==> config.mk <==
export PLATFORM = sky130hd
export DESIGN_NAME = ecg_r_peak_heart_rate
export DESIGN_NICKNAME = d
export VERILOG_FILES = /design/src/hw/rtl/ecgrp_pkg.sv /design/src/hw/rtl/ecgrp_ram.sv /design/src/hw/rtl/ecgrp_div.sv /design/src/hw/rtl/ecg_r_peak_heart_rate.sv
export SDC_FILE = /design/constraint.sdc
export NUM_CORES = 2
export LEC_CHECK = 0
export BUFFER_PORTS_ARGS = -buffer_cell sky130_fd_sc_hd__buf_2
export CAP_MARGIN = 10
export CORE_UTILIZATION = 47
export CTS_CLUSTER_DIAMETER = 60
export DETAILED_ROUTE_END_ITERATION = 10
export PLACE_DENSITY = 0.73
export RECOVER_POWER = 50
export SLEW_MARGIN = 20
export SYNTH_ARGS = -nofsm -noshare
export SYNTH_HDL_FRONTEND = slang
export SYNTH_SLANG_ARGS = --single-unit
==> constraint.sdc <==
create_clock -name clk -period 11.05 [get_ports clk]
set_input_delay 1.6575 -clock clk [delete_from_list [all_inputs] [get_ports clk]]
set_output_delay 1.6575 -clock clk [all_outputs]
set_load 0.02 [all_outputs]
==> src/hw/rtl/ecgrp_pkg.sv <==
// ----------------------------------------------------------------------------
// ecgrp_pkg
// Shared constants and types of the ECG R-peak / heart-rate detector.
// ----------------------------------------------------------------------------
package ecgrp_pkg;

	// default structure parameters
	localparam int DEF_WINDOW      = 320;
	localparam int DEF_SAMPLE_BITS = 10;
	localparam int DEF_AVG_BEATS   = 3;

	// fixed field widths
	localparam int TICK_W     = 32;
	localparam int RATE_W     = 8;
	localparam int CFG_IDX_W  = 3;
	localparam int CFG_DATA_W = 32;

	// serial divider: dividend width (ticks per minute)
	localparam int DIV_N = 24;

	// consecutive bad rates that force the heart rate to zero
	localparam logic [1:0] BAD_LIMIT = 2'd3;

	// configuration register indexes
	localparam logic [CFG_IDX_W-1:0] REG_WINDOW_TOP       = 3'd0;
	localparam logic [CFG_IDX_W-1:0] REG_WINDOW_HEIGHT    = 3'd1;
	localparam logic [CFG_IDX_W-1:0] REG_REFRACTORY_TICKS = 3'd2;
	localparam logic [CFG_IDX_W-1:0] REG_TICKS_PER_MINUTE = 3'd3;
	localparam logic [CFG_IDX_W-1:0] REG_MIN_RATE         = 3'd4;
	localparam logic [CFG_IDX_W-1:0] REG_MAX_RATE         = 3'd5;
	localparam logic [CFG_IDX_W-1:0] REG_NO_BEAT_TICKS    = 3'd6;

	// configuration reset values
	localparam logic [9:0]  RST_WINDOW_TOP       = 10'd0;
	localparam logic [9:0]  RST_WINDOW_HEIGHT    = 10'd1023;
	localparam logic [15:0] RST_REFRACTORY_TICKS = 16'd400;
	localparam logic [23:0] RST_TICKS_PER_MINUTE = 24'd60000;
	localparam logic [7:0]  RST_MIN_RATE         = 8'd50;
	localparam logic [7:0]  RST_MAX_RATE         = 8'd120;
	localparam logic [31:0] RST_NO_BEAT_TICKS    = 32'd20000;

	// divider status toward the sequencer
	typedef struct packed {
		logic busy;
		logic done;
	} div_stat_t;

endpackage

==> src/hw/rtl/ecgrp_ram.sv <==
// ----------------------------------------------------------------------------
// ecgrp_ram
// Generic single-port-write, single-port-read RAM with registered read data.
// ----------------------------------------------------------------------------
module ecgrp_ram #(
	parameter int WIDTH = 10,
	parameter int DEPTH = 320,
	localparam int AW = $clog2(DEPTH)
) (
	input  logic             clk,
	input  logic             we,
	input  logic [AW-1:0]    waddr,
	input  logic [WIDTH-1:0] wdata,
	input  logic             re,
	input  logic [AW-1:0]    raddr,
	output logic [WIDTH-1:0] rdata
);

	logic [WIDTH-1:0] mem_q [DEPTH];
	logic [WIDTH-1:0] rdata_q;

	// write port
	always_ff @(posedge clk) begin
		if (we) begin
			mem_q[waddr] <= wdata;
		end
	end

	// registered read port
	always_ff @(posedge clk) begin
		if (re) begin
			rdata_q <= mem_q[raddr];
		end
	end

	assign rdata = rdata_q;

endmodule

==> src/hw/rtl/ecgrp_div.sv <==
// ----------------------------------------------------------------------------
// ecgrp_div
// Restoring serial divider, one quotient bit per cycle.
// ----------------------------------------------------------------------------
module ecgrp_div (
	input  logic                               clk,
	input  logic                               arst_n,
	input  logic                               start,
	input  logic [ecgrp_pkg::DIV_N-1:0]        dividend,
	input  logic [ecgrp_pkg::TICK_W-1:0]       divisor,
	output logic [ecgrp_pkg::DIV_N-1:0]        quotient,
	output ecgrp_pkg::div_stat_t               stat
);

	localparam int N     = ecgrp_pkg::DIV_N;
	localparam int W     = ecgrp_pkg::TICK_W;
	localparam int CNT_W = $clog2(N);
	localparam logic [CNT_W-1:0] CNT_LAST = CNT_W'(N - 1);

	logic [CNT_W-1:0] cnt_q;
	logic             busy_q;
	logic             done_q;
	logic [W-1:0]     rem_q;
	logic [N-1:0]     dvd_q;
	logic [W-1:0]     dsr_q;

	logic [W:0]   rem_sh;
	logic         qbit;
	logic [W-1:0] rem_nx;

	// one trial subtraction
	always_comb begin
		rem_sh = {rem_q, dvd_q[N-1]};
		qbit   = (rem_sh >= {1'b0, dsr_q});
		rem_nx = qbit ? W'(rem_sh - {1'b0, dsr_q}) : rem_sh[W-1:0];
	end

	// iteration control
	always_ff @(posedge clk or negedge arst_n) begin
		if (!arst_n) begin
			cnt_q  <= '0;
			busy_q <= 1'b0;
			done_q <= 1'b0;
		end else if (start) begin
			cnt_q  <= CNT_LAST;
			busy_q <= 1'b1;
			done_q <= 1'b0;
		end else if (busy_q) begin
			if (cnt_q == '0) begin
				busy_q <= 1'b0;
				done_q <= 1'b1;
			end else begin
				cnt_q <= cnt_q - CNT_W'(1);
			end
		end else begin
			done_q <= 1'b0;
		end
	end

	// remainder and quotient shift
	always_ff @(posedge clk) begin
		if (start) begin
			rem_q <= '0;
			dvd_q <= dividend;
			dsr_q <= divisor;
		end else if (busy_q) begin
			rem_q <= rem_nx;
			dvd_q <= {dvd_q[N-2:0], qbit};
		end
	end

	assign quotient  = dvd_q;
	assign stat.busy = busy_q;
	assign stat.done = done_q;

endmodule

==> src/hw/rtl/ecg_r_peak_heart_rate.sv <==
// ----------------------------------------------------------------------------
// ecg_r_peak_heart_rate
// R-peak detector on a moving-average threshold with heart-rate averaging.
// ----------------------------------------------------------------------------
// Usage:
//   s_* carries one transaction per ECG sample (display row) with its tick
//   count; m_* returns exactly one result per sample: clamped threshold,
//   beat, beat_rate_ok, rate_updated, averaged rate and no_beat.
//   cfg_* writes one register per transaction (index, data); cfg_ready is
//   always high. Write only while no sample is in flight.
// Sequencing:
//   one sample at a time. A beat adds a serial rate division, and a beat
//   that closes an average adds the averaging multiply. The sample ring
//   lives in a RAM with registered read data.
// Reset:
//   arst_n clears all control state and loads register defaults. The ring is not
//   cleared; until its first lap completes, the evicted sample reads as zero.
// Stall:
//   results sit in an output register; the next sample is accepted while a
//   result waits, and processing holds at the final step until m_tready.
// ----------------------------------------------------------------------------
module ecg_r_peak_heart_rate #(
	parameter int WINDOW      = ecgrp_pkg::DEF_WINDOW,
	parameter int SAMPLE_BITS = ecgrp_pkg::DEF_SAMPLE_BITS,
	parameter int AVG_BEATS   = ecgrp_pkg::DEF_AVG_BEATS,
	localparam int IN_W  = ((SAMPLE_BITS + ecgrp_pkg::TICK_W + 7) / 8) * 8,
	localparam int OUT_W = ((SAMPLE_BITS + ecgrp_pkg::RATE_W + 4 + 7) / 8) * 8
) (
	input  logic                                clk,
	input  logic                                arst_n,
	input  logic                                s_tvalid,
	output logic                                s_tready,
	// low to high: sample, tick_now, zero fill
	input  logic [IN_W-1:0]                     s_tdata,
	output logic                                m_tvalid,
	input  logic                                m_tready,
	// low to high: threshold, beat, beat_rate_ok, rate_updated, avg_rate,
	// no_beat, zero fill
	output logic [OUT_W-1:0]                    m_tdata,
	input  logic                                cfg_valid,
	output logic                                cfg_ready,
	input  logic [ecgrp_pkg::CFG_IDX_W-1:0]     cfg_index,
	input  logic [ecgrp_pkg::CFG_DATA_W-1:0]    cfg_data
);

	localparam int TW     = ecgrp_pkg::TICK_W;
	localparam int RW     = ecgrp_pkg::RATE_W;
	localparam int N      = ecgrp_pkg::DIV_N;
	localparam int IDX_W  = $clog2(WINDOW);
	localparam int SUM_W  = SAMPLE_BITS + IDX_W;
	// sum / WINDOW as an exact reciprocal multiplication
	localparam int AVG_SHIFT = SUM_W + IDX_W;
	localparam int AVG_MUL_W = SUM_W + 1;
	localparam logic [63:0] AVG_MUL_L =
		((64'd1 << AVG_SHIFT) + 64'(WINDOW) - 64'd1) / 64'(WINDOW);
	localparam logic [AVG_MUL_W-1:0] AVG_MUL = AVG_MUL_L[AVG_MUL_W-1:0];
	// (7 * avg) / 10 as an exact reciprocal multiplication
	localparam int S7_W      = SAMPLE_BITS + 3;
	localparam int TEN_SHIFT = S7_W + 4;
	localparam int TEN_MUL_W = S7_W + 1;
	localparam logic [63:0] TEN_MUL_L = ((64'd1 << TEN_SHIFT) + 64'd9) / 64'd10;
	localparam logic [TEN_MUL_W-1:0] TEN_MUL = TEN_MUL_L[TEN_MUL_W-1:0];
	localparam int THR_W = (SAMPLE_BITS > 11) ? SAMPLE_BITS : 11;
	localparam int ACC_W = RW + $clog2(AVG_BEATS);
	localparam int CNT_W = $clog2(AVG_BEATS + 1);
	localparam logic [CNT_W-1:0] CNT_LAST = CNT_W'(AVG_BEATS - 1);
	localparam logic [IDX_W-1:0] IDX_LAST = IDX_W'(WINDOW - 1);
	// rate sum / AVG_BEATS as an exact reciprocal multiplication
	localparam int HAVG_SHIFT = ACC_W + $clog2(AVG_BEATS);
	localparam int HAVG_MUL_W = ACC_W + 1;
	localparam logic [63:0] HAVG_MUL_L =
		((64'd1 << HAVG_SHIFT) + 64'(AVG_BEATS) - 64'd1) / 64'(AVG_BEATS);
	localparam logic [HAVG_MUL_W-1:0] HAVG_MUL = HAVG_MUL_L[HAVG_MUL_W-1:0];

	// sequencer states
	localparam logic [3:0] ST_IDLE  = 4'd0;
	localparam logic [3:0] ST_SUM   = 4'd1;
	localparam logic [3:0] ST_AVG   = 4'd2;
	localparam logic [3:0] ST_SCALE = 4'd3;
	localparam logic [3:0] ST_TEN   = 4'd4;
	localparam logic [3:0] ST_CLAMP = 4'd5;
	localparam logic [3:0] ST_RATE  = 4'd6;
	localparam logic [3:0] ST_HAVG  = 4'd7;
	localparam logic [3:0] ST_OUT   = 4'd8;

	// configuration registers
	logic [9:0]  top_q;
	logic [9:0]  height_q;
	logic [15:0] refr_q;
	logic [23:0] tpm_q;
	logic [7:0]  min_q;
	logic [7:0]  max_q;
	logic [31:0] nb_ticks_q;

	// control state
	logic [3:0]       state_q;
	logic [IDX_W-1:0] idx_q;
	logic             wrapped_q;
	logic [SUM_W-1:0] sum_q;
	logic [TW-1:0]    last_beat_q;
	logic [ACC_W-1:0] acc_q;
	logic [CNT_W-1:0] cnt_q;
	logic [1:0]       bad_q;
	logic [RW-1:0]    rate_reg_q;
	logic             m_tvalid_q;

	// per-sample working registers
	logic [SAMPLE_BITS-1:0]         sample_q;
	logic [TW-1:0]                  tick_q;
	logic [TW-1:0]                  elapsed_q;
	logic [SUM_W+AVG_MUL_W-1:0]     prod_avg_q;
	logic [S7_W-1:0]                avg7_q;
	logic [S7_W+TEN_MUL_W-1:0]      prod_ten_q;
	logic [SAMPLE_BITS-1:0]         thr_q;
	logic                           beat_q;
	logic                           ok_q;
	logic                           upd_q;
	logic                           nobeat_q;
	logic [ACC_W-1:0]               avg_sum_q;
	logic [OUT_W-1:0]               m_tdata_q;

	// datapath signals
	logic                   accept;
	logic                   out_load;
	logic [SAMPLE_BITS-1:0] rd_data;
	logic [SAMPLE_BITS-1:0] old_sample;
	logic [SUM_W-1:0]       sum_next;
	logic [SAMPLE_BITS-1:0] avg_w;
	logic [SAMPLE_BITS-1:0] thr_raw;
	logic [10:0]            upper;
	logic [THR_W-1:0]       thr_lo;
	logic [THR_W-1:0]       thr_c;
	logic                   beat_w;
	logic [RW-1:0]          rate_sat;
	logic                   rate_ok;
	logic [ACC_W-1:0]       acc_next;
	logic [1:0]             bad_next;
	logic                   avg_full;
	logic [ACC_W+HAVG_MUL_W-1:0] havg_prod;
	logic                   div_start;
	logic [N-1:0]           div_dividend;
	logic [TW-1:0]          div_divisor;
	logic [N-1:0]           div_quot;
	ecgrp_pkg::div_stat_t   div_stat;

	assign accept    = s_tvalid && s_tready;
	assign s_tready  = (state_q == ST_IDLE);
	assign cfg_ready = 1'b1;
	assign out_load  = (state_q == ST_OUT) && (!m_tvalid_q || m_tready);

	// sample ring
	ecgrp_ram #(
		.WIDTH (SAMPLE_BITS),
		.DEPTH (WINDOW)
	) u_ring (
		.clk   (clk),
		.we    (state_q == ST_SUM),
		.waddr (idx_q),
		.wdata (sample_q),
		.re    (accept),
		.raddr (idx_q),
		.rdata (rd_data)
	);

	// serial divider for the beat rate
	ecgrp_div u_div (
		.clk      (clk),
		.arst_n   (arst_n),
		.start    (div_start),
		.dividend (div_dividend),
		.divisor  (div_divisor),
		.quotient (div_quot),
		.stat     (div_stat)
	);

	// window sum and threshold arithmetic
	always_comb begin
		old_sample = wrapped_q ? rd_data : '0;
		sum_next   = sum_q - SUM_W'(old_sample) + SUM_W'(sample_q);
		avg_w      = prod_avg_q[AVG_SHIFT +: SAMPLE_BITS];
		thr_raw    = prod_ten_q[TEN_SHIFT +: SAMPLE_BITS];
		upper      = {1'b0, top_q} + {1'b0, height_q};
		thr_lo     = (THR_W'(thr_raw) < THR_W'(top_q)) ? THR_W'(top_q) : THR_W'(thr_raw);
		thr_c      = (thr_lo > THR_W'(upper)) ? THR_W'(upper) : thr_lo;
		beat_w     = (THR_W'(sample_q) < thr_c) && (elapsed_q > TW'(refr_q));
	end

	// rate check and averaging bookkeeping
	always_comb begin
		rate_sat  = (|div_quot[N-1:RW]) ? {RW{1'b1}} : div_quot[RW-1:0];
		rate_ok   = (rate_sat > min_q) && (rate_sat < max_q);
		acc_next  = acc_q + ACC_W'(rate_sat);
		bad_next  = (bad_q == ecgrp_pkg::BAD_LIMIT) ? bad_q : bad_q + 2'd1;
		avg_full  = (cnt_q == CNT_LAST);
		havg_prod = avg_sum_q * HAVG_MUL;
	end

	// divider operands
	assign div_start    = (state_q == ST_CLAMP) && beat_w;
	assign div_dividend = tpm_q;
	assign div_divisor  = elapsed_q;

	// configuration writes
	always_ff @(posedge clk or negedge arst_n) begin
		if (!arst_n) begin
			top_q      <= ecgrp_pkg::RST_WINDOW_TOP;
			height_q   <= ecgrp_pkg::RST_WINDOW_HEIGHT;
			refr_q     <= ecgrp_pkg::RST_REFRACTORY_TICKS;
			tpm_q      <= ecgrp_pkg::RST_TICKS_PER_MINUTE;
			min_q      <= ecgrp_pkg::RST_MIN_RATE;
			max_q      <= ecgrp_pkg::RST_MAX_RATE;
			nb_ticks_q <= ecgrp_pkg::RST_NO_BEAT_TICKS;
		end else if (cfg_valid) begin
			unique case (cfg_index)
				ecgrp_pkg::REG_WINDOW_TOP:       top_q      <= cfg_data[9:0];
				ecgrp_pkg::REG_WINDOW_HEIGHT:    height_q   <= cfg_data[9:0];
				ecgrp_pkg::REG_REFRACTORY_TICKS: refr_q     <= cfg_data[15:0];
				ecgrp_pkg::REG_TICKS_PER_MINUTE: tpm_q      <= cfg_data[23:0];
				ecgrp_pkg::REG_MIN_RATE:         min_q      <= cfg_data[7:0];
				ecgrp_pkg::REG_MAX_RATE:         max_q      <= cfg_data[7:0];
				ecgrp_pkg::REG_NO_BEAT_TICKS:    nb_ticks_q <= cfg_data;
				default: begin
				end
			endcase
		end
	end

	// sequencer and persistent state
	always_ff @(posedge clk or negedge arst_n) begin
		if (!arst_n) begin
			state_q     <= ST_IDLE;
			idx_q       <= '0;
			wrapped_q   <= 1'b0;
			sum_q       <= '0;
			last_beat_q <= '0;
			acc_q       <= '0;
			cnt_q       <= '0;
			bad_q       <= '0;
			rate_reg_q  <= '0;
			m_tvalid_q  <= 1'b0;
		end else begin
			if (out_load) begin
				m_tvalid_q <= 1'b1;
			end else if (m_tready) begin
				m_tvalid_q <= 1'b0;
			end
			unique case (state_q)
				ST_IDLE: begin
					if (accept) begin
						state_q <= ST_SUM;
					end
				end
				ST_SUM: begin
					sum_q <= sum_next;
					if (idx_q == IDX_LAST) begin
						idx_q     <= '0;
						wrapped_q <= 1'b1;
					end else begin
						idx_q <= idx_q + IDX_W'(1);
					end
					state_q <= ST_AVG;
				end
				ST_AVG:   state_q <= ST_SCALE;
				ST_SCALE: state_q <= ST_TEN;
				ST_TEN:   state_q <= ST_CLAMP;
				ST_CLAMP: state_q <= beat_w ? ST_RATE : ST_OUT;
				ST_RATE: begin
					if (div_stat.done) begin
						last_beat_q <= tick_q;
						if (rate_ok) begin
							bad_q <= '0;
							if (avg_full) begin
								acc_q   <= '0;
								cnt_q   <= '0;
								state_q <= ST_HAVG;
							end else begin
								acc_q   <= acc_next;
								cnt_q   <= cnt_q + CNT_W'(1);
								state_q <= ST_OUT;
							end
						end else begin
							bad_q <= bad_next;
							if (bad_next == ecgrp_pkg::BAD_LIMIT) begin
								rate_reg_q <= '0;
								acc_q      <= '0;
								cnt_q      <= '0;
							end
							state_q <= ST_OUT;
						end
					end
				end
				ST_HAVG: begin
					rate_reg_q <= havg_prod[HAVG_SHIFT +: RW];
					state_q    <= ST_OUT;
				end
				ST_OUT: begin
					if (out_load) begin
						state_q <= ST_IDLE;
					end
				end
				default: state_q <= ST_IDLE;
			endcase
		end
	end

	// per-sample datapath registers
	always_ff @(posedge clk) begin
		if (accept) begin
			sample_q <= s_tdata[SAMPLE_BITS-1:0];
			tick_q   <= s_tdata[SAMPLE_BITS +: TW];
		end
		if (state_q == ST_SUM) begin
			elapsed_q <= tick_q - last_beat_q;
		end
		if (state_q == ST_AVG) begin
			prod_avg_q <= sum_q * AVG_MUL;
		end
		if (state_q == ST_SCALE) begin
			avg7_q <= {avg_w, 3'b000} - {3'b000, avg_w};
		end
		if (state_q == ST_TEN) begin
			prod_ten_q <= avg7_q * TEN_MUL;
		end
		if (state_q == ST_CLAMP) begin
			thr_q    <= thr_c[SAMPLE_BITS-1:0];
			beat_q   <= beat_w;
			ok_q     <= 1'b0;
			upd_q    <= 1'b0;
			nobeat_q <= !beat_w && (elapsed_q > nb_ticks_q);
		end
		if ((state_q == ST_RATE) && div_stat.done) begin
			ok_q      <= rate_ok;
			upd_q     <= rate_ok ? avg_full : (bad_next == ecgrp_pkg::BAD_LIMIT);
			avg_sum_q <= acc_next;
		end
		if (out_load) begin
			m_tdata_q <= OUT_W'({nobeat_q, rate_reg_q, upd_q, ok_q, beat_q, thr_q});
		end
	end

	assign m_tvalid = m_tvalid_q;
	assign m_tdata  = m_tdata_q;

	// checks
	a_div_idle_start: assert property (@(posedge clk) disable iff (!arst_n)
		div_start |-> !div_stat.busy)
		else $error("divider started while busy");

	a_ram_no_overlap: assert property (@(posedge clk) disable iff (!arst_n)
		(state_q == ST_SUM) |-> !accept)
		else $error("ring read and write overlap");

	a_update_needs_beat: assert property (@(posedge clk) disable iff (!arst_n)
		(m_tvalid && (m_tdata[SAMPLE_BITS+2] || m_tdata[SAMPLE_BITS+1]))
		|-> m_tdata[SAMPLE_BITS])
		else $error("rate flags without beat");

	a_beat_excl_nobeat: assert property (@(posedge clk) disable iff (!arst_n)
		(m_tvalid && m_tdata[SAMPLE_BITS]) |-> !m_tdata[SAMPLE_BITS+RW+3])
		else $error("beat and no_beat together");

endmodule
==> flow_summary.ini <==
[run_status]
status = finished with violations
violations = capacitance limit, slew limit

[power]
power_density_nw_per_um2 = 323.2
leakage_uw = 0.05793
peakVddDrop_uv = 861.5

[die]
num_rows = 211
start_util_pct = 47.26
die_area_um2 = 334700
die_h_um = 578.5
die_w_um = 578.5
core_um2 = 330500
ios = 115

[drt]
firstDrtPassIters = 7
wirelength_um = 362500
wl_per_cell_um = 27.78
drc = 0
drt_first_iter_violations = 9128
route.vias.total = 78490
via_per_inst = 6.014
drtAntennaViolNets = 0

[synthesis]
ys_seq_area_share_pct = 69.41
ys_types = 73
synth_cells = 8146
ys_warn_count = 0
synth_area_um2 = 156200
ys_ff_latch = 3654
synth-async-reset-ratio_pct = 5.556
synth_top_flop_cell = edfxtp_1
synth-edff-count = 3419
syn_area_per_cell_um2 = 19.18

[clock_tree]
cts.sinks = 3654
clk_latency_ns = 0.99
cts_tree = built
cts_setup_buffers = 0
cts_buffers = 372
clockBufferDepth = 4
htreeDepth = 5
path_clk_slew_ns = 0.06
ctsResizeCount = 0
holdBufCountCts = 0
cts-root-buf = clkbuf_16

[setup_path]
cpMostUsedCell = clkbuf_1
path_class = reg2reg
startpoint_type = flop
cp_slowest_stage_delay_ns = 3.02
critPathCaptureType = flop
cp_slowest_cell = clkbuf_2
worstPathMaxFanout = 197
crit_path_cell_trace = clkbuf_1 > clkbuf_1 > clkbuf_2
critical_path_arrival_ns = 9.46
cp_data_required_time_ns = 11.15

[timing]
fin_crit_sh_pct = 84.75
hold_ws_ns = 0.4345
layout_min_cycle_time_ns = 9.365
tns_ns = 0
finalHoldViolCount = 0
slew_headroom_pct = -309.4
tightest_slew_ns = 6.141
rsz0062_at_grt = no
fmax_mhz = 106.8
slew_viol_final = 3199
setup_viol = 0
clock_skew_ns = 0.09501

[worst_hold_path]
min_path_type = reg2reg

[place]
gp_congestion = 0.8588
io_buffers = 105
place_hpwl_um = 219700

[cells_and_area]
final_nets = 9122
n_fill_cell = 25130
drive_gt1_share_pct = 22.18
area_growth_pct = 11.12

[grt]
grtUsageTotal_pct = 21.63
grt.overflow.total = 0
grt_first_pass_wirelength_um = 535700
grt_max_degree = 230
antenna_found_initial = 20
grt_pass1_vias = 80110

[run]
maxCapViolCount = 41
-- stage by stage --
step	instances	power, uW	setup WS [ns]	utilization, %	area, um^2
after floorplan	8147	36120	3.727	-	156200
after global placement	12360	43180	2.973	48.94	161800
after detailed placement	12360	43720	2.975	48.94	161800
after CTS	13050	56290	2.910	52.57	173800
after global routing	13050	59840	1.281	52.52	173600
final	13050	56100	1.685	52.52	173600
-- synth_stat cells, drive strengths merged (8+ instances only) --
| master | number | area share (%) |
|---|---|---|
| dfstp | 32 | 0.54 |
| mux4 | 1037 | 15 |
| a21oi | 132 | 0.42 |
| o21a | 29 | 0.14 |
| nor3 | 42 | 0.13 |
| dfxtp | 32 | 0.41 |
| a22o | 13 | 0.073 |
| nand2b | 29 | 0.12 |
| o21ai | 159 | 0.51 |
| a21o | 70 | 0.34 |
| a31oi | 21 | 0.084 |
| and2 | 22 | 0.088 |
| nor2 | 459 | 1.1 |
| dfrtp | 171 | 2.7 |
| nor4 | 20 | 0.080 |
| or3 | 8 | 0.032 |
| buf | 160 | 0.52 |
| ha | 486 | 3.9 |
| o31ai | 13 | 0.062 |
| a21boi | 9 | 0.043 |
| mux2 | 120 | 0.86 |
| o211ai | 8 | 0.038 |
| or2 | 22 | 0.088 |
| nand3 | 62 | 0.20 |
| nand4 | 30 | 0.12 |
| inv | 543 | 1.3 |
| a211oi | 38 | 0.18 |
| or4 | 8 | 0.038 |
| a2111oi | 9 | 0.050 |
| mux2i | 43 | 0.28 |
| clkbuf | 206 | 0.49 |
| nand2 | 219 | 0.53 |
| edfxtp | 3419 | 66 |
| xnor2 | 84 | 0.47 |
| nor2b | 36 | 0.14 |
| o21bai | 13 | 0.062 |
| fa | 177 | 2.3 |
| and3 | 21 | 0.084 |
| xor2 | 43 | 0.24 |
-- power breakdown --
group	switching (uW)	total (uW)	internal [uW]
combinational	14900	26300	11400
sequential	553	17400	16900
clock	5260	12400	7160
-- layout make-up --
cell class	count	area [um^2]	share of cell area [%]
repair buffers	216	1364	0.7857
diodes	4	10.01	0.005766
multi-input cells	3584	44270	25.50
inverters	543	2039	1.175
clock buffers	470	9971	5.744
clock inverters	215	2022	1.165
flip-flops and latches	3654	108500	62.48
well taps	4366	5463	3.147
-- per-layer routing --
layer / vias to the layer above / wire [um] / GRT usage, %
met5: - / 34 / 0
li1: 32840 / - / -
met3: 558 / 31880 / 3.867
met4: 6 / 10590 / 5.845
met1: 41300 / 142400 / 29.91
met2: 3790 / 177600 / 35.56
-- flip-flops by register name, summed over array words and instances, names as in the netlist, 13 cells and up --
| signal | flops |
|---|---|
| avg7_q | 13 |
| div_dividend | 24 |
| div_divisor | 32 |
| last_beat_q | 32 |
| m_tdata | 22 |
| nb_ticks_q | 32 |
| refr_q | 16 |
| sum_q | 19 |
| tick_q | 32 |
| u_div.dsr_q | 32 |
| u_div.quotient | 24 |
| u_div.rem_q | 32 |
| u_ring.mem_q | 3200 |
-- worst max-delay path, delay by kind of cell (launching register included) --
kind	cells	cell delay [ns]
buffers and inverters	3	7.66
DFF	1	0.31
-- final timing paths --
check / from / slack (ns) / cells past startpoint / end
setup / recovery: sample_q[6] / 1.69 / 3 / u_ring.mem_q[133][6]
hold / removal: upd_q / 0.43 / 0 / m_tdata[12]
setup reg to reg: sample_q[6] / 1.69 / 3 / u_ring.mem_q[133][6]
hold reg to reg: upd_q / 0.43 / 0 / m_tdata[12]
max in group asynchronous: arst_n / 2.67 / 2 / last_beat_q[13]
min in group asynchronous: arst_n / 2.93 / 1 / rate_reg_q[5]
-- cell families after synthesis --
logic type               synth area share [%]
AO/OA/AOI/OAI                           2.415
XOR/XNOR                               0.7120
adder cells (fa/ha/maj)                 6.161
buffers and inverters                   2.315
flip-flops                              69.41
multiplexers                            16.09
other                                0.004807
AND/OR/NAND/NOR                         2.894
-- layout by cell type, fill, tap and decap left out, types with 21 or more instances in the layout --
cell type  synthesis  routed
nor2b_1           36      34
a21oi_1          132     132
a211oi_1          38      38
dfxtp_1           32      32
nor3_1            42      41
nand4_1           30      30
dfstp_2           32      32
nand2_1          218     202
buf_2            107      75
inv_1            542     542
clkbuf_16          0     383
nor2_1           459     446
mux2_2           120     120
and2_1            22      21
fa_1             177     177
o21ai_0          158     158
bufinv_16          0      33
a21o_1            70      70
o21a_1            29      29
or2_2             22      22
a31oi_1           21      21
mux4_2          1037    1037
buf_4             17      50
xor2_1            43      43
clkinv_1           0      81
clkbuf_1         206     153
clkinv_2           0      58
dfrtp_1          171     164
mux2i_1           43      43
xnor2_1           84      84
nand2b_1          29      29
edfxtp_1        3419    3419
ha_1             486     486
and3_1            21      21
nand3_1           62      62
Note: power is estimated with default switching activity, not from simulation.
